$ cat src/hdl/mf3_pkg.sv
`timescale 1ns / 1ps
`default_nettype none
// ----------------------------------------------------------------------------
// mf3_pkg
// Shared types and constants of the 3x3 RGB median filter.
// ----------------------------------------------------------------------------
package mf3_pkg;

   localparam int CH_W       = 8;
   localparam int NUM_CH     = 3;
   localparam int PIX_W      = CH_W * NUM_CH;
   localparam int WIN        = 3;
   localparam int ROW_W      = 12;
   localparam int IN_ROW_W   = ROW_W + 1;
   localparam int OCOL_W     = 9;
   localparam int FW_W       = 10;
   localparam int FH_W       = 12;
   localparam int REQ_DATA_W = 24;
   localparam int REQ_USER_W = 1;
   localparam int RSP_DATA_W = 48;
   localparam int CSR_IDX_W  = 4;
   localparam int CSR_DATA_W = 16;

   localparam int FRAME_WIDTH_RST  = 320;
   localparam int FRAME_HEIGHT_RST = 240;

   typedef enum logic [CSR_IDX_W-1:0] {
      REG_FRAME_WIDTH  = 4'd0,
      REG_FRAME_HEIGHT = 4'd1
   } csr_reg_type;

   // channel 0 in the low byte
   typedef logic [NUM_CH-1:0][CH_W-1:0] pix_type;

   typedef struct packed {
      pix_type up;
      pix_type mid;
      pix_type dn;
   } column_type;

   typedef struct packed {
      logic              emit;
      logic              interior;
      logic              done;
      logic [ROW_W-1:0]  row;
      logic [OCOL_W-1:0] col;
   } ctl_type;

   typedef struct packed {
      logic              done;
      logic [ROW_W-1:0]  row;
      logic [OCOL_W-1:0] col;
      pix_type           pix;
   } result_type;

endpackage
`default_nettype wire

$ cat src/hdl/mf3_window_median.sv
`timescale 1ns / 1ps
`default_nettype none
// ----------------------------------------------------------------------------
// mf3_window_median
// 3x3 window of presorted columns and a two-stage median-of-nine reduction
// per channel; border pixels take the raw window center.
// ----------------------------------------------------------------------------
module mf3_window_median
   import mf3_pkg::*;
(
   input  wire logic       clock,
   input  wire logic       reset,
   input  wire logic       en,
   input  wire logic       a_valid,
   input  wire column_type a_column,
   input  wire ctl_type    a_ctl,
   output logic            c_valid,
   output result_type      c_result
);

   typedef struct packed {
      logic [CH_W-1:0] hi;
      logic [CH_W-1:0] md;
      logic [CH_W-1:0] lo;
   } sort_type;

   typedef sort_type [NUM_CH-1:0] csort_type;

   function automatic logic [CH_W-1:0] min2(input logic [CH_W-1:0] a, input logic [CH_W-1:0] b);
      return (a < b) ? a : b;
   endfunction

   function automatic logic [CH_W-1:0] max2(input logic [CH_W-1:0] a, input logic [CH_W-1:0] b);
      return (a < b) ? b : a;
   endfunction

   function automatic logic [CH_W-1:0] med3(input logic [CH_W-1:0] a, input logic [CH_W-1:0] b,
                                            input logic [CH_W-1:0] c);
      return max2(min2(a, b), min2(max2(a, b), c));
   endfunction

   function automatic sort_type sort3(input logic [CH_W-1:0] a, input logic [CH_W-1:0] b,
                                      input logic [CH_W-1:0] c);
      logic [CH_W-1:0] l1;
      logic [CH_W-1:0] h1;
      logic [CH_W-1:0] t;
      sort_type        s;
      l1   = min2(a, b);
      h1   = max2(a, b);
      s.hi = max2(h1, c);
      t    = min2(h1, c);
      s.lo = min2(l1, t);
      s.md = max2(l1, t);
      return s;
   endfunction

   csort_type srt_ff [WIN];
   csort_type col_srt;
   pix_type   rawmid_ff;
   pix_type   center_ff;
   ctl_type   b_ctl_ff;
   logic      b_valid_ff;
   pix_type   lomax;
   pix_type   mdmed;
   pix_type   himin;
   pix_type   lomax_ff;
   pix_type   mdmed_ff;
   pix_type   himin_ff;
   pix_type   c_center_ff;
   ctl_type   c_ctl_ff;
   logic      c_valid_ff;
   pix_type   med;

   always_comb begin
      for (int ch = 0; ch < NUM_CH; ch++) begin
         col_srt[ch] = sort3(a_column.up[ch], a_column.mid[ch], a_column.dn[ch]);
         lomax[ch]   = max2(max2(srt_ff[0][ch].lo, srt_ff[1][ch].lo), srt_ff[2][ch].lo);
         mdmed[ch]   = med3(srt_ff[0][ch].md, srt_ff[1][ch].md, srt_ff[2][ch].md);
         himin[ch]   = min2(min2(srt_ff[0][ch].hi, srt_ff[1][ch].hi), srt_ff[2][ch].hi);
         med[ch]     = med3(lomax_ff[ch], mdmed_ff[ch], himin_ff[ch]);
      end
   end

   always_ff @(posedge clock) begin
      if (en && a_valid) begin
         srt_ff[0] <= srt_ff[1];
         srt_ff[1] <= srt_ff[2];
         srt_ff[2] <= col_srt;
         rawmid_ff <= a_column.mid;
         center_ff <= rawmid_ff;
         b_ctl_ff  <= a_ctl;
      end
      if (en) begin
         lomax_ff    <= lomax;
         mdmed_ff    <= mdmed;
         himin_ff    <= himin;
         c_center_ff <= center_ff;
         c_ctl_ff    <= b_ctl_ff;
      end
   end

   always_ff @(posedge clock) begin
      if (reset) begin
         b_valid_ff <= 1'b0;
         c_valid_ff <= 1'b0;
      end else if (en) begin
         b_valid_ff <= a_valid && a_ctl.emit;
         c_valid_ff <= b_valid_ff;
      end
   end

   assign c_valid       = c_valid_ff;
   assign c_result.done = c_ctl_ff.done;
   assign c_result.row  = c_ctl_ff.row;
   assign c_result.col  = c_ctl_ff.col;
   assign c_result.pix  = c_ctl_ff.interior ? med : c_center_ff;

endmodule
`default_nettype wire

$ cat config.mk
export PLATFORM = sky130hd
export DESIGN_NAME = mf3_window_median
export DESIGN_NICKNAME = d
export VERILOG_FILES = /design/src/hdl/mf3_pkg.sv /design/src/hdl/mf3_window_median.sv
export SDC_FILE = /design/constraint.sdc
export NUM_CORES = 1
export LEC_CHECK = 0
export BUFFER_PORTS_ARGS = -buffer_cell sky130_fd_sc_hd__buf_2
export CORE_MARGIN = 2
export CORE_UTILIZATION = 60
export CTS_BUF_LIST = sky130_fd_sc_hd__clkbuf_8 sky130_fd_sc_hd__clkbuf_16
export DETAILED_ROUTE_END_ITERATION = 8
export HOLD_SLACK_MARGIN = 0.05
export PLACE_DENSITY = 0.78
export REMOVE_ABC_BUFFERS = 1
export SYNTH_ARGS = -nofsm -noshare
export SYNTH_HDL_FRONTEND = slang
export SYNTH_SLANG_ARGS = --single-unit
export TNS_END_PERCENT = 5
$ cat constraint.sdc
create_clock -name clock -period 10.3 [get_ports clock]
set_input_delay 1.545 -clock clock [delete_from_list [all_inputs] [get_ports clock]]
set_output_delay 1.545 -clock clock [all_outputs]
set_load 0.02 [all_outputs]
# Word-level counts from Yosys, hierarchy flattened

Memory sizes are Yosys's and may differ from the RTL's.
Index checks and enable logic that the tools add are counted.

$lt $le $gt $ge: 39
Mux-type cells: 57
Reduce and logical (&&, ||, !) cells: 2

Operators by type and width:

| operator           | count |
|---|---|
| 8-bit two-way mux  | 54 |
| 8-bit < comparator | 39 |
| 24-bit two-way mux | 1 |
| 1-bit logical AND  | 2 |
| 1-bit two-way mux  | 2 |

Flip-flop bits (word level): 192
RAM bits: 216
Bits of input ports: 100
Output and inout port bits: 47
Word-level logic and storage cells: 127
Memories kept: 1

Memory list:

| memory | words | width | rd ports | clocked after Yosys merged registers in | write ports | line                    | RTL |
|---|---|---|---|---|---|---|---|
| srt_ff | 3     | 72    | 3        | 0                                       | 3           | mf3_window_median.sv:57 | `csort_type srt_ff [WIN];` |

# Depth between registers and ports, before layout

Word-level depth: 7
Depth in mapped cells: 26

# Worst setup path after synthesis

OpenSTA, ideal clock, no wires.

Path kind: in2reg
Start point: in en
End point: reg b_ctl_ff[0] (netlist name), enable pin
Arrival: 8038 ps
Setup slack: 1578 ps
Stages on the path: 1
Path through: and2_1

Cells in the longest elaborated chain, start to end: 1

Ends and longest elaborated chain:

| item                 | line                    | RTL |
|---|---|---|
| from (decl)          | mf3_window_median.sv:13 | `input wire logic en,` |
| 1-bit logical AND    | mf3_window_median.sv:85 | `if (en && a_valid) begin` |
| to (signal assigned) | mf3_window_median.sv:91 | `b_ctl_ff <= a_ctl;` |
| to (decl)            | mf3_window_median.sv:61 | `ctl_type b_ctl_ff;` |

Every way passes these cells.
A chain may end at the register's enable or synchronous reset.

==> results.md <==
- Synth warn: 0
- Total wire length: 55.8 mm
- Top cells by area, synth: edfxtp_1 (48%), ha_1 (13%), mux2i_1 (4.4%)
- Die Ht: 210 um
- Vias: 18,300
- Largest net degree at the start of global routing: 178
- Max-slew violation count: 0
- DRC: 0
- Drt wl/cell: 18.4 um
- Area leader, netlist: edfxtp_1
- Startpoint Class: flop
- Crit Reg-Reg Startpoint: srt_ff[0][58]
- Post-CTS Setup Inserts: 0
- Boundary Pins: 147
- Starting density of the core: 60.8%
- FP Rows: 75
- Clock buffer count from CTS: 45
- Worst path required time: approximately 9 ns
- Clk_skew: 0.0253 ns
- Post-layout nets: 2,830
- Hold/Removal Path Class: flop to flop
- Fmax: 126 MHz
- Antenna Violating Nets Remaining: 0
- IO Port Bufs: 146
- Asr flop ratio synth: 0%
- Critical Path End: c_result[20]
- Final HPWL from detailed placement: 41.0 mm
- Outcome: finished clean
- PD cells: 238 nW/um^2
- Min Tclk post-route: 7.92 ns
- Commonest non-fill, non-tap cells in the layout: edfxtp_1 (406), inv_1 (281), ha_1 (273)
- 1st-iter DRT viols: 1,239
- First-pass GRT wire length: 90.5 mm
- Most used DFF post-synth: edfxtp_1
- Clock-pin slew on the worst setup and hold paths: 0.06 ns
- Vias/cell: approximately 6.0
- Clk sinks: 408
- R2R cell count: 21
- Gpl congestion: about 0.94
- Number of global-route vias before repair: 18,200
- Max cap viols: 0
- CTS tree: done
- Share of cells above drive strength 1: 14.0%
- #FFs+latches synth: approximately 410
- Worst Setup Path Type: flop to primary output
- Critical path's slowest cell: o22ai_2
- Ant diodes: 0
- Reg2Reg Capture Point: mdmed_ff[16]
- Max clock buf depth: 3
- Worst hold start: b_ctl_ff[14]
- Post-synth top area share: between 40% and 50%
- Fin. Hold Viols: 0
- DRT Pass-1 Iters: 6
- Gr ovfl total: 0
- Setup TNS Final: 0 ns
- Die W: about 210 um
- Netlist cell types: 82
- Commonest non-fill, non-tap cell in the layout: edfxtp_1
- Synth Cell Area: about 26,000 um^2
- Post-CTS Resized: 0
- RSZ-0062 raised after global routing: no
- Critical Path AT: about 6.4 ns
- Final number of setup-violating endpoints: 0
- CP peak stage delay: about 0.44 ns
- Clk Latency, worst-skew pair: 0.60 ns
- Worst Setup End Kind: primary output
- Initial antenna violation count: 0
- H-tree depth: 2
- Post-Syn Area per Cell: roughly 11 um^2
- EDFF count, synth: 406
- Tightest Pin Transition: 1.23 ns
- Die ar.: between 40,000 and 50,000 um^2
- Worst Setup SP: lomax_ff[23]
- Seq/Total Area, Yosys: 48.0%
- VDD IR-drop max: about 130 uV
- Post-Syn Instances: approximately 2,300
- Core box area: 41,900 um^2
- Leakage: 12.0 nW
- Post-CTS Hold Fix Bufs: 0
- Fill count: 3,076
- CP max FO: 16
- Area delta synth->final: 10.2%
- CTS root buf: clkbuf_16
- Core Util, Final: 67.0%
- Hold Slack: 0.417 ns
- Final Cycle Share: 76.8%
- GRT Util Overall: 25.4%
- Worst-path cell chain: ha_1 > nand2_1 > o21ai_0 > a21o_1 > o21ai_0 > ha_1 > a21oi_1 > o21ai_0 > or2_2 > o22ai_2 > mux2i_1 > ha_1 > a21o_1 > a21oi_1 > nor2_1 > nor2_1 > nand2_1 > a21oi_2 > nand2_1 > o221ai_1 > buf_2
- Worst R2R Setup Slack: 3.29 ns
- Worst rel slew slack: 18.1%
[cells in the mapped netlist (14+ instances only)]
master / number
edfxtp_1: 406
o221ai_1: 25
nor3_1: 19
a211oi_1: 16
nand2_1: 174
clkbuf_1: 33
a21oi_1: 181
inv_1: 277
nor2_1: 149
o21ai_0: 166
a21o_1: 29
nand3b_1: 14
nor2b_1: 17
nand3_1: 29
mux2_2: 71
mux2i_1: 112
ha_1: 273
buf_4: 27
nand4_1: 22
o21a_1: 14
a31oi_1: 15
nand2b_1: 47
[flip-flops by register name, indices dropped and copies added, names as in the netlist]
signal       flops
srt_ff         216
center_ff       24
himin_ff        24
c_valid          1
mdmed_ff        24
c_center_ff     24
b_ctl_ff        23
c_ctl_ff         1
c_result        22
b_valid_ff       1
rawmid_ff       24
lomax_ff        24
[per-layer routing]
layer | wire, um | vias up | GRT usage, %
met5 | 0 | - | 0
met4 | 1960 | 0 | 10.4
met3 | 3090 | 119 | 3.65
met2 | 26900 | 551 | 43.3
met1 | 23900 | 8745 | 32.8
li1 | - | 8884 | -
[stage by stage]
step                std cells  worst slack (ns)  power, W  instance area [um^2]
finish                   3032              2.38   0.00670                 28100
global placement         2949              2.26   0.00484                 26500
detailed placement       2949              2.12   0.00496                 26500
floorplan                2258              1.58   0.00422                 25100
global route             3032              1.91   0.00715                 28100
CTS                      3032              2.39   0.00670                 28100
[power breakdown]
part / leakage [nW] / internal [W] / total (W) / switching [W]
registers: 3.86 / 0.00209 / 0.00222 / 0.000128
clock network: 0.781 / 0.00103 / 0.00172 / 0.000690
logic: 7.40 / 0.00105 / 0.00276 / 0.00171
total: 12.0 / 0.00417 / 0.00670 / 0.00253
[cell type report]
| type | count | area, um^2 | area share (%) |
|---|---|---|---|
| Tap cell | 539 | 674 | 2.40 |
| Clock buffer | 45 | 1130 | 4.01 |
| Sequential cell | 408 | 12200 | 43.5 |
| Clock inverter | 38 | 442 | 1.57 |
| Multi-Input combinational cell | 1572 | 11800 | 42.0 |
| Timing Repair Buffer | 152 | 791 | 2.81 |
| Inverter | 278 | 1040 | 3.71 |
[worst min path at each step]
stage / endpoint / slack (ns) / cells past startpoint
after floorplan: c_center_ff[0] / 0.40 / 0
after global placement: c_result[40] / 0.40 / 0
after detailed placement: c_center_ff[9] / 0.40 / 0
after CTS: center_ff[23] / 0.41 / 0
after global routing: center_ff[20] / 0.42 / 0
final: c_result[38] / 0.42 / 0
[cells by family after synthesis]
| family | count (synthesis) | synth area share [%] |
|---|---|---|
| DFF | 408 | 48.0 |
| AOI/OAI and AO/OA | 589 | 15.4 |
| and+or+nand+nor | 524 | 9.73 |
| muxes | 186 | 7.76 |
| buffers and inverters | 357 | 5.78 |
| adders and majority gates | 273 | 13.4 |
[worst max-delay path: cells and delay by family, from the launching register on]
family          cells  cell delay (ns)
flops               1             0.43
mux                 1             0.35
compound gates     10             2.82
buf+inv             1             0.22
fa+ha+maj           3             0.99
simple gates        6             0.94
No activity file was read; power rests on OpenSTA's default activity.
