$ cat config.mk
export PLATFORM = sky130hd
export DESIGN_NAME = mf3_out_queue
export DESIGN_NICKNAME = d
export VERILOG_FILES = /design/src/hdl/mf3_pkg.sv /design/src/hdl/mf3_out_queue.sv
export SDC_FILE = /design/constraint.sdc
export NUM_CORES = 1
export LEC_CHECK = 0
export BUFFER_PORTS_ARGS = -buffer_cell sky130_fd_sc_hd__buf_2
export CAP_MARGIN = 10
export CORE_UTILIZATION = 29
export DETAILED_ROUTE_END_ITERATION = 8
export PLACE_DENSITY = 0.54
export SYNTH_ARGS = -nofsm -noshare
export SYNTH_HDL_FRONTEND = slang
export SYNTH_SLANG_ARGS = --single-unit
$ cat constraint.sdc
create_clock -name clock -period 9.6 [get_ports clock]
set_input_delay 0.48 -clock clock [delete_from_list [all_inputs] [get_ports clock]]
set_output_delay 0.48 -clock clock [all_outputs]
set_load 0.01 [all_outputs]
$ cat src/hdl/mf3_pkg.sv
`timescale 1ns / 1ps
`default_nettype none
// ----------------------------------------------------------------------------
// mf3_pkg
// Shared types and constants of the 3x3 RGB median filter.
// ----------------------------------------------------------------------------
package mf3_pkg;

   localparam int CH_W       = 8;
   localparam int NUM_CH     = 3;
   localparam int PIX_W      = CH_W * NUM_CH;
   localparam int WIN        = 3;
   localparam int ROW_W      = 12;
   localparam int IN_ROW_W   = ROW_W + 1;
   localparam int OCOL_W     = 9;
   localparam int FW_W       = 10;
   localparam int FH_W       = 12;
   localparam int REQ_DATA_W = 24;
   localparam int REQ_USER_W = 1;
   localparam int RSP_DATA_W = 48;
   localparam int CSR_IDX_W  = 4;
   localparam int CSR_DATA_W = 16;

   localparam int FRAME_WIDTH_RST  = 320;
   localparam int FRAME_HEIGHT_RST = 240;

   typedef enum logic [CSR_IDX_W-1:0] {
      REG_FRAME_WIDTH  = 4'd0,
      REG_FRAME_HEIGHT = 4'd1
   } csr_reg_type;

   // channel 0 in the low byte
   typedef logic [NUM_CH-1:0][CH_W-1:0] pix_type;

   typedef struct packed {
      pix_type up;
      pix_type mid;
      pix_type dn;
   } column_type;

   typedef struct packed {
      logic              emit;
      logic              interior;
      logic              done;
      logic [ROW_W-1:0]  row;
      logic [OCOL_W-1:0] col;
   } ctl_type;

   typedef struct packed {
      logic              done;
      logic [ROW_W-1:0]  row;
      logic [OCOL_W-1:0] col;
      pix_type           pix;
   } result_type;

endpackage
`default_nettype wire

$ cat src/hdl/mf3_out_queue.sv
`timescale 1ns / 1ps
`default_nettype none
// ----------------------------------------------------------------------------
// mf3_out_queue
// Two-entry result queue between the filter pipeline and the result channel.
// ----------------------------------------------------------------------------
module mf3_out_queue
   import mf3_pkg::*;
(
   input  wire logic       clock,
   input  wire logic       reset,
   input  wire logic       push,
   input  wire result_type push_data,
   input  wire logic       pop,
   output logic            out_valid,
   output result_type      out_data,
   output logic            full
);

   result_type slot0_ff;
   result_type slot0_in;
   result_type slot1_ff;
   result_type slot1_in;
   logic [1:0] cnt_ff;
   logic [1:0] cnt_in;
   logic       pop_ok;

   assign pop_ok = pop && (cnt_ff != 2'd0);

   always_comb begin
      slot0_in = slot0_ff;
      slot1_in = slot1_ff;
      cnt_in   = cnt_ff;
      unique case ({push, pop_ok})
         2'b00: ;
         2'b01: begin
            slot0_in = slot1_ff;
            cnt_in   = cnt_ff - 2'd1;
         end
         2'b10: begin
            if (cnt_ff == 2'd0) begin
               slot0_in = push_data;
            end else begin
               slot1_in = push_data;
            end
            cnt_in = cnt_ff + 2'd1;
         end
         2'b11: begin
            if (cnt_ff == 2'd1) begin
               slot0_in = push_data;
            end else begin
               slot0_in = slot1_ff;
               slot1_in = push_data;
            end
         end
      endcase
   end

   always_ff @(posedge clock) begin
      slot0_ff <= slot0_in;
      slot1_ff <= slot1_in;
      if (reset) begin
         cnt_ff <= 2'd0;
      end else begin
         cnt_ff <= cnt_in;
      end
   end

   assign out_valid = (cnt_ff != 2'd0);
   assign out_data  = slot0_ff;
   assign full      = (cnt_ff == 2'd2);

   a_cnt_range: assert property (@(posedge clock) disable iff (reset)
      cnt_ff != 2'd3)
      else $error("result queue count out of range");

   a_no_overflow: assert property (@(posedge clock) disable iff (reset)
      push && !pop |-> cnt_ff != 2'd2)
      else $error("result pushed into full queue");

endmodule
`default_nettype wire

# ---- Word level (Yosys, flattened, before mapping)
# Index checks and enable logic that the tools add are counted.
dict set report totals {
  reg_bits 94
  input_bits 50
  output_inout_bits 48
}
dict set report op_classes {
  n_mux 7
  reduce_logical 8
  n_eq_ne 8
  n_addsub 2
}
# operator n
set ops {}
lappend ops {{2-to-1 mux 46 bit} 4}
lappend ops {{one-hot mux 46 bit (3 select lines)} 1}
lappend ops {{one-hot mux 46 bit (2 select lines)} 1}
lappend ops {{equality test 2 bit, second input constant} 3}
lappend ops {{inequality test 2 bit, second input constant} 3}
lappend ops {{nonzero test 2 bit} 3}
lappend ops {{equality test 2 x 1 -> 1 bit, second input constant} 2}
lappend ops {{one-hot mux 2 bit (2 select lines)} 1}
lappend ops {{AND reduction 3 bit} 1}
lappend ops {{nonzero test 3 bit} 1}
lappend ops {{adder 2 x 1 -> 2 bit, second input constant} 1}
lappend ops {{logical NOT 2 bit} 1}
lappend ops {{AND reduction 2 bit} 1}
lappend ops {{subtractor 2 x 1 -> 2 bit, second input constant} 1}
lappend ops {{logical AND 1 bit} 1}

# ---- Depth between registers and ports, before layout
# Gate-level depths: netlist (run 1).
dict set report logic_depth {
  ltp_word 5
  depth_mapped 10
}

# ---- Worst setup path after synthesis (run 1)
# OpenSTA, ideal clock, no wires.
dict set report synth_timing {
  path_kind {register -> register}
  from {register cnt_ff[0]}
  to {register slot1_ff[0] (netlist name), enable pin}
  arrival_time_ps 4689
  required_time_ps 9080
  path_slack_ps 4391
  stages_incl_launch_ff 10
  period_less_slack_ps 5209
  setup_ps 520
  path_cell_list {dfxtp_1 > inv_1 > ha_1 > inv_1 > nand2_1 > inv_1 > ha_1 > nand2b_1 > o21ai_0 > a21boi_0}
}
dict set report synth_via {
  elab_chain_cells 5
}
# element line_no
set synth_lines {}
lappend synth_lines {{start, declared} mf3_out_queue.sv:24} ;# logic [1:0] cnt_ff;
lappend synth_lines {{start signal, assigned} mf3_out_queue.sv:65} ;# cnt_ff <= cnt_in;
lappend synth_lines {{nonzero test 2 bit (*)} -}
lappend synth_lines {{net out_valid} mf3_out_queue.sv:15} ;# output logic out_valid,
lappend synth_lines {{logical AND 1 bit (*)} mf3_out_queue.sv:28} ;# assign pop_ok = pop && (cnt_ff != 2'd0);
lappend synth_lines {{equality test 2 bit} mf3_out_queue.sv:34} ;# unique case ({push, pop_ok})
lappend synth_lines {{inequality test 2 bit (no line) or nonzero test 2 bit (tied branches)} -}
lappend synth_lines {{AND reduction 3 bit (no line) (*)} -}
lappend synth_lines {{end signal, assigned} mf3_out_queue.sv:61} ;# slot1_ff <= slot1_in;
lappend synth_lines {{end, declared} mf3_out_queue.sv:22} ;# result_type slot1_ff;
# Mark *: on every way through the listed nets, which the timed path passes. The rest lies on a longest branch.
# A chain may end at the register's enable or synchronous reset.

# ---- Worst setup path after layout (run 1)
dict set report layout_timing {
  from {register cnt_ff[0]}
  to {register slot1_ff[45] (netlist name), enable pin}
}
dict set report layout_via {
  elab_chain_cells 5
}
# element line_no
set layout_lines {}
lappend layout_lines {{nonzero test 2 bit} mf3_out_queue.sv:28}
lappend layout_lines {{logical AND 1 bit} mf3_out_queue.sv:28}
lappend layout_lines {{equality test 2 bit} mf3_out_queue.sv:34}
lappend layout_lines {{inequality test 2 bit (no line) or nonzero test 2 bit (tied branches)} -}
lappend layout_lines {{AND reduction 3 bit (no line) (*)} -}
# Every way passes the cells marked *; elsewhere a longest branch is shown, timed or not.

==> out/qor.yml, run 1 <==
status: "finished clean"
grt_use_met3_pct: 4.767
pwr_density_cell_mw_per_mm2: 305.1
die_y_um: 112.8
drc: 0
r2r-start: "cnt_ff[0]"
crit_required_ps: 9610
critPathMaxFanout: 24
post-synth-top-count-cell: "edfxtp_1"
rows: 40
max_slew.worst_pin.slew_ps: 851.4
cts_max_level: 3
power_w: 0.001352
synth_area_mm2: 0.003560
grt_overflow: 0
post_cts_resized: 0
core_area_mm2: 0.01201
grt_max_degree: 47
vdd_drop_max_v: 0.0001525
worst_slack_ps: 6616
ys_warn_count: 0
synth_area_leader_cell: "edfxtp_1"
swShare_pct: 29.05
slew_headroom_pct: 43.04
ys_seq_area_share_pct: 78.73
synth_top_cells_by_area: "edfxtp_1 78%, a22o_2 7.9%, a22o_1 4.4%, ha_1 2.5%, clkbuf_8 1.5%"
ys.flop_type: "edfxtp_1"
rr_endpoint: "slot1_ff[45]"
worst-setup-path-type: "reg2reg"
track_usage_pct: 11.26
die_x_um: 112.8
io_buffers: 97
cts_setup_buffers: 0
clock_path_buffers: 2
clkPwrFrac_pct: 22.7
rsz0062_at_grt: "no"
cts_root_buf: "clkbuf_16"
dp_hpwl_um: 4254
seq_power_share_pct: 49.9
start_util_pct: 29.64
antennaDiodeCount: 0
synthArstFlopShare_pct: 0
yosysTopAreaCellShare_pct: 77.61
switchingPower_w: 0.0003928
ys_seq_elements: 94
cp_slowest_stage_delay_ps: 650
wl_per_cell_um: 15.46
cts_tree: "yes"
routed_wl_um: 6695
synth.distinct_cells: 18
clock-sinks: 94
drv_slew: 0
cts_hold_buf: 0
grt_pass1_wl_um: 10450
cp-start-kind: "flip-flop"
pwr-share-comb_pct: 27.4
finalCritPeriodShare_pct: 31.08
path_cells: "inv_1 -> ha_1 -> inv_1 -> nand2_1 -> inv_1 -> ha_1 -> nand2b_1 -> o21ai_0 -> a21boi_4 -> buf_4"
busiest_layer: "met2"
avgSynthCellArea_um2: 19.78
min_period_ps: 2984
synth_fp_nets: 237
drv_cap: 0
synthTopCellsByCount: "92 x edfxtp_1, 28 x a22o_2, 18 x a22o_1"
critPathTopFamily: "compound AO/OA/AOI/OAI gates"
vias: 1966
clock_latency_ps: 340
grt_pass1_vias: 1956
r2r_setup_slack_ps: 6620
cpMostUsedCell: "inv_1"
finalHoldViolCount: 0
antenna_found_initial: 0
power.internal_w: 0.0009594
fin_tns_setup_ps: 0
synth_cells: 180
globalplace.congestion: 0.6957
hold_path_depth: 2
ant_nets: 0
worst-path-buf-inv: 4
avgViaCountPerCell: 4.540
finalSetupViolCount: 0
clkTransAtPathRegs_ps: 60
max_freq_ghz: 0.3352
drive_gt1_share_pct: 49.65
cp_slowest_cell: "a21boi_4"
min_path_type: "in2reg"
io-pin-count: 98
holdPathEnd: "cnt_ff[0]"
first_iter_violations: 108
leakage_nw: 1.791
numCtsBuffers: 9
first_pass_iters: 4
die_area_mm2: 0.01272
final_net_count: 340
synthToLayoutAreaGrowth_pct: 24.50
setup.worst_path.end_class: "flip-flop"
min_from: "reset"
synth_edf_count: 92
clock_skew_ps: 3.449
pre_cts_slack_ps: 6570
met2_usage_pct: 16.21
arrival_ps: 3000
met1_usage_pct: 14.46
ff2ff_path_depth: 10
[logic make-up (layout without fill, tap and decap cells)]
kind of cell               Yosys count  in the layout  synth area share (%)
DFF                                 94             94                 78.73
AOI/OAI and AO/OA                   53             53                 13.36
buffers and inverters               13            119                 3.339
and+or+nand+nor                     10             10                 1.195
adders and majority gates            7              7                 2.460
muxes                                2              2                0.6678
xor gates and xnor gates             1              1                0.2461
[registers in the layout (all words and copies together) (netlist names)]
name	cells
out_data	46
cnt_ff	2
slot1_ff	46
[stage by stage]
stage               std cells  hold WS [ps]  instance area, um2  util [%]
floorplan                 180         483.7                3560         -
global placement          418         501.2                4167     34.69
detailed placement        418         518.3                4167     34.69
CTS                       432         288.1                4412     36.73
global route              433         306.5                4432     36.90
finish                    433         308.2                4432     36.90
[routing by layer]
layer  vias to the layer above  part of all wire (%)
li1                        932                     -
met1                       952                    48
met2                        67                    44
met3                        15                   5.7
met4                         0                   2.2
met5                         -                     0
[worst max-delay path by stage]
stage | from | endpoint | slack [ps] | cells past startpoint
after floorplan | cnt_ff[0] | slot1_ff[0] | 4390 | 9
after global placement | cnt_ff[0] | slot1_ff[35] | 6750 | 10
after detailed placement | cnt_ff[0] | slot1_ff[35] | 6570 | 10
after CTS | cnt_ff[0] | slot1_ff[37] | 6570 | 10
after global routing | cnt_ff[0] | slot1_ff[18] | 6300 | 10
final | cnt_ff[0] | slot1_ff[45] | 6620 | 10
[power groups by stage]
stage	sequential [W]	combinational, W	clock, W
global route	0.000686	0.000411	0.000332
detailed placement	0.000687	0.000371	0
global placement	0.000683	0.000365	0
finish	0.000674	0.000371	0.000307
CTS	0.000680	0.000371	0.000318
floorplan	0.000740	0.000184	0
[cells in the final DEF, fill, tap and decap left out]
cell and count:
buf_12 1, ha_1 7, buf_4 2, edfxtp_1 92, nand2b_1 1, mux2i_4 1
clkbuf_1 1, nor2_1 2, mux2i_1 1, buf_2 97, nand2_2 2, a22o_1 18
clkbuf_16 9, o21ai_0 5, clkinv_1 3, a22o_2 28, inv_1 5, nand2_1 5
a21oi_1 1, xnor2_1 1, clkinv_2 1, dfxtp_1 2, a21boi_4 1
[final cells by class]
class                           count  area (um2)
Timing Repair Buffer              100       520.5
Multi-Input combinational cell     73       660.6
Fill cell                        1129        7580
Inverter                            5       18.77
Sequential cell                    94        2803
Clock inverter                      4       16.27
Clock buffer                       10       229.0
Tap cell                          147       183.9
Note: power is estimated with default switching activity, not from simulation.
==> inputs of run 2 (changes only) <==
Settings changed: PLACE_DENSITY 0.54 to 0.56.
Clock period 9.6 ns to 2.7 ns, I/O delays scaled along.
==> out/qor.yml, run 2 (synthesis gave the netlist of run 1 again) <==
clock_path_buffers: 2  # unchanged
clkTransAtPathRegs_ps: 60  # about the same
io-pin-count: 98  # unchanged
first_iter_violations: 118  # +9.3%
critPathMaxFanout: 14  # -42%
min_from: "push"
arrival_ps: 2450  # -550 ps
drc: 0  # unchanged
start_util_pct: 29.64  # unchanged
antenna_found_initial: 0  # unchanged
grt_pass1_wl_um: 10900  # +4.4%
vdd_drop_max_v: 0.0004123  # +170%
worst-path-buf-inv: 4  # unchanged
status: "finished clean"
place_area_mm2: 0.004234  # +1.6%
min_path_type: "in2reg"
cpMostUsedCell: "inv_1"
die_x_um: 112.8  # unchanged
cts_tree: "yes"
cts_max_level: 3  # unchanged
dp_hpwl_um: 4444  # +4.5%
ff2ff_path_depth: 9  # -1
max_slew.worst_pin.slew_ps: 477.1  # -374.3 ps
globalplace.congestion: 0.6852  # -1.5%
die_area_mm2: 0.01272  # unchanged
rr_endpoint: "slot1_ff[8]"
multi_input_comb_area_um2: 660.6  # unchanged
grt_pass1_vias: 2116  # +8.2%
cts_hold_buf: 47  # +47
rows: 40  # unchanged
holdPathEnd: "cnt_ff[1]"
drive_gt1_share_pct: 44.38  # -5.3 points
drv_cap: 0  # unchanged
clock_skew_ps: 5.289  # +1.840 ps
finalHoldViolCount: 0  # unchanged
track_usage_pct: 11.59  # +0.33 points
leakage_nw: 2.022  # +13%
antennaDiodeCount: 0  # unchanged
r2r_setup_slack_ps: 280  # -6340 ps
avgViaCountPerCell: 4.414  # -2.8%
finalCritPeriodShare_pct: 89.80  # +59 points
grt_overflow: 0  # unchanged
numCtsBuffers: 9  # unchanged
final_cell_mix: "97 x buf_2, 92 x edfxtp_1, 47 x dlygate4sd3_1, 28 x a22o_2, 18 x a22o_1"
ant_nets: 0  # unchanged
worst-setup-path-type: "reg2reg"
slew_headroom_pct: 67.86  # +25 points
clock-sinks: 94  # unchanged
register_area_mm2: 0.002803  # unchanged
pwr_density_cell_mw_per_mm2: 1002  # +230%
io_buffers: 97  # unchanged
r2r-start: "cnt_ff[0]"
vias: 2141  # +8.9%
drv_slew: 0  # unchanged
fin_tns_setup_ps: 0  # unchanged
min_period_ps: 2424  # -559.3 ps
cts_root_buf: "clkbuf_16"
final_area_mm2: 0.004979  # +12%
cts_setup_buffers: 0  # unchanged
routed_wl_um: 7189  # +7.4%
cp_slowest_cell: "dfxtp_1"
crit_required_ps: 2730  # -6880 ps
rsz0062_at_grt: "no"
path_cells: "inv_1 -> ha_1 -> inv_1 -> nand2_1 -> ha_1 -> inv_1 -> o21ai_0 -> a21boi_4 -> buf_4"
wl_per_cell_um: 14.82  # -4.1%
clock_latency_ps: 340  # about the same
setup.worst_path.end_class: "flip-flop"
critPathTopFamily: "adder cells"
finalSetupViolCount: 0  # unchanged
synthToLayoutAreaGrowth_pct: 39.86
layout_commonest_cell: "buf_2"
hold_path_depth: 4  # +2
cp-start-kind: "flip-flop"
final_net_count: 390  # +15%
first_pass_iters: 4  # unchanged
fill_cells: 1081  # -4.3%
grt_max_degree: 43  # -8.5%
cp_slowest_stage_delay_ps: 340  # -310 ps
die_y_um: 112.8  # unchanged
max_freq_ghz: 0.4125  # +23%
post_cts_resized: 0  # unchanged
core_area_mm2: 0.01201  # unchanged
## run 2: routing by layer
metal	part of all wire (%)	global-route usage [%]	routed length, um
met2	49	19.63	3540
met1	44	13.39	3166
met5	0	0	0
met3	5.2	4.606	376
met4	1.5	3.822	106
## run 2: metrics by stage
step / hold WS, ps / cells / power (W) / util [%] / setup slack (ps)
global placement: 312.3 / 422 / 0.003802 / 35.25 / 451.5
finish: 301.7 / 485 / 0.004987 / 41.45 / 275.5
detailed placement: 313.8 / 422 / 0.003842 / 35.25 / 373.2
floorplan: 204.1 / 180 / 0.003278 / - / 92.97
global route: 334.9 / 485 / 0.005252 / 41.45 / 158.9
CTS: 288.6 / 485 / 0.005074 / 41.45 / 284.7
## run 2: worst register-to-register path: cells and delay by family, from the launching register on
family	cells	cell delay, ps
AO/OA/AOI/OAI	2	530
adder cells (fa/ha/maj)	2	560
buffers and inverters	4	520
flip-flops	1	340
AND/OR/NAND/NOR	1	140
## run 2: where the power goes
| part | switching, W | internal [W] |
|---|---|---|
| Sequential | 0.000123 | 0.00228 |
| Clock | 0.000532 | 0.000627 |
| Combinational | 0.000811 | 0.000618 |
## run 2: how the worst max path moves through the flow
stage               from           end  depth (start not counted)
2_1_floorplan  cnt_ff[0]   slot1_ff[0]                          9
3_3_place_gp   cnt_ff[0]  slot1_ff[23]                         10
3_5_place_dp   cnt_ff[0]   slot1_ff[3]                          9
4_1_cts        cnt_ff[0]   slot1_ff[8]                          9
5_1_grt        cnt_ff[0]   slot1_ff[8]                         10
6_report       cnt_ff[0]   slot1_ff[8]                          9
## run 2: layout make-up
| cell class | count | area share [%] |
|---|---|---|
| flip-flops and latches | 94 | 56.30 |
| clock buffers | 9 | 4.524 |
| clock inverters | 7 | 0.9801 |
| inverters | 5 | 0.3770 |
| well taps | 147 | 3.694 |
| repair buffers | 150 | 20.86 |
| multi-input cells | 73 | 13.27 |
==> inputs of run 3 (changes only) <==
Settings changed: CAP_MARGIN 10 to 30, CORE_UTILIZATION 29 to 40, PLACE_DENSITY 0.56 to 0.71.
==> out/qor.yml, run 3 (synthesis gave the netlist of run 1 again) <==
finalSetupViolCount: 0  # unchanged
first_pass_iters: 4  # unchanged
clock_path_buffers: 2  # unchanged
globalplace.congestion: 0.8515  # +24%
numCtsBuffers: 9  # unchanged
drv_cap: 0  # unchanged
drive_gt1_share_pct: 44.54  # +0.16 points
io_buffers: 97  # unchanged
final_net_count: 391  # +0.26%
ff2ff_path_depth: 10  # +1
clock_latency_ps: 350  # about the same
finalCritPeriodShare_pct: 87.05  # -2.7 points
rsz0062_at_grt: "no"
vdd_drop_max_v: 0.0004478  # +8.6%
die_x_um: 96.34  # -15%
min_period_ps: 2350  # -74.24 ps
cts_root_buf: "clkbuf_8"
drc: 0  # unchanged
avgViaCountPerCell: 4.716  # +6.8%
path_cells: "inv_1 -> ha_1 -> inv_1 -> nand2_1 -> inv_1 -> ha_1 -> nand2b_1 -> o21ai_0 -> a21boi_4 -> buf_4"
switchingPower_w: 0.001392  # -5.1%
worst-setup-path-type: "reg2reg"
drv_slew: 0  # unchanged
seq_power_share_pct: 52.2  # +4.1 points
antennaDiodeCount: 0  # unchanged
grt_overflow: 0  # unchanged
swShare_pct: 30.36  # +0.94 points
dp_hpwl_um: 4249  # -4.4%
ant_nets: 0  # unchanged
clock-sinks: 94  # unchanged
rows: 34  # -15%
power.internal_w: 0.003194  # -9.3%
grt_max_degree: 47  # +9.3%
cts_tree: "yes"
clock_skew_ps: 11.35  # +6.058 ps
power_w: 0.004586  # -8.0%
pwr-share-comb_pct: 29.8  # +1.2 points
arrival_ps: 2370  # -80 ps
start_util_pct: 41.02  # +11 points
r2r-start: "cnt_ff[0]"
crit_required_ps: 2720  # about the same
cts_hold_buf: 47  # unchanged
pwr_density_cell_mw_per_mm2: 955.8  # -4.6%
antenna_found_initial: 0  # unchanged
track_usage_pct: 14.50  # +2.9 points
wl_per_cell_um: 14.65  # -1.2%
grt_pass1_vias: 2097  # -0.90%
max_freq_ghz: 0.4255  # +3.2%
min_from: "push"
critPathTopFamily: "buffers and inverters"
first_iter_violations: 52  # -56%
r2r_setup_slack_ps: 350  # +70 ps
cts_max_level: 3  # unchanged
routed_wl_um: 6547  # -8.9%
cp_slowest_stage_delay_ps: 390  # +50 ps
layout_commonest_cell: "buf_2"
whs_ps: 322.3  # +20.64 ps
worst-path-buf-inv: 4  # unchanged
leakage_nw: 1.962  # -3.0%
place_area_mm2: 0.004155  # -1.9%
max_slew.worst_pin.slew_ps: 595.8  # +118.6 ps
critPathMaxFanout: 26  # +12
cts_setup_buffers: 0  # unchanged
cpMostUsedCell: "inv_1"
final_cell_mix: "97 x buf_2, 92 x edfxtp_1, 47 x dlygate4sd3_1, 28 x a22o_2, 18 x a22o_1"
status: "finished clean"
cp_slowest_cell: "dfxtp_1"
synthToLayoutAreaGrowth_pct: 34.80
post_cts_resized: 0  # unchanged
clkTransAtPathRegs_ps: 80  # +20 ps
vias: 2108  # -1.5%
setup.worst_path.end_class: "flip-flop"
holdPathEnd: "cnt_ff[1]"
core_area_mm2: 0.008678  # -28%
grt_pass1_wl_um: 9811  # -10%
cp-start-kind: "flip-flop"
min_path_type: "in2reg"
hold_path_depth: 4  # unchanged
final_area_mm2: 0.004798  # -3.6%
slew_headroom_pct: 60.28  # -7.6 points
fin_tns_setup_ps: 0  # unchanged
io-pin-count: 98  # unchanged
die_y_um: 96.34  # -15%
clkPwrFrac_pct: 18.0  # -5.2 points
finalHoldViolCount: 0  # unchanged
rr_endpoint: "slot1_ff[11]"
die_area_mm2: 0.009280  # -27%
[run 3: worst max path at each step]
stage               startpoint  cells past startpoint            to
finish               cnt_ff[0]                     10  slot1_ff[11]
global route         cnt_ff[0]                     10  slot1_ff[18]
global placement     cnt_ff[0]                     10  slot1_ff[35]
CTS                  cnt_ff[0]                     10  slot1_ff[13]
floorplan            cnt_ff[0]                      9   slot1_ff[0]
detailed placement   cnt_ff[0]                     10  slot1_ff[13]
[run 3: metrics by stage]
| step | utilization (%) | setup WS, ps | std cells |
|---|---|---|---|
| 2_1_floorplan | - | 92.97 | 180 |
| 3_3_place_gp | 47.88 | 435.3 | 384 |
| 3_5_place_dp | 47.88 | 335.0 | 384 |
| 4_1_cts | 55.29 | 336.9 | 447 |
| 5_1_grt | 55.29 | 135.2 | 447 |
| 6_report | 55.29 | 349.8 | 447 |
[run 3: tightest hold or removal path: stages]
cell and delay, ps:
buf_2 130, ha_1 190, mux2i_1 90, nor2_1 80
[run 3: area by class of cell]
class | instances | area [um2]
fillers | 731 | 3880
flip-flops and latches | 94 | 2803
well taps | 108 | 135.1
clock inverters | 6 | 45.04
clock buffers | 10 | 127.6
inverters | 5 | 18.77
multi-input cells | 73 | 660.6
repair buffers | 151 | 1008
[run 3: per-layer routing]
layer,wire length (um),part of all wire (%),track usage (%),vias to the layer above
li1,-,-,-,1035
met1,3076,47,19.43,989
met2,3023,46,22.40,73
met3,329,5.0,3.397,11
met4,117,1.8,6.740,0
met5,0,0,0,-
[run 3: power groups by stage]
| stage | clock network [W] | logic (W) | registers, W |
|---|---|---|---|
| final | 0.000825 | 0.00137 | 0.00240 |
| after global routing | 0.000903 | 0.00152 | 0.00245 |
| after CTS | 0.000854 | 0.00140 | 0.00240 |
| after detailed placement | 0 | 0.00134 | 0.00243 |
| after global placement | 0 | 0.00132 | 0.00241 |
| after floorplan | 0 | 0.000673 | 0.00261 |
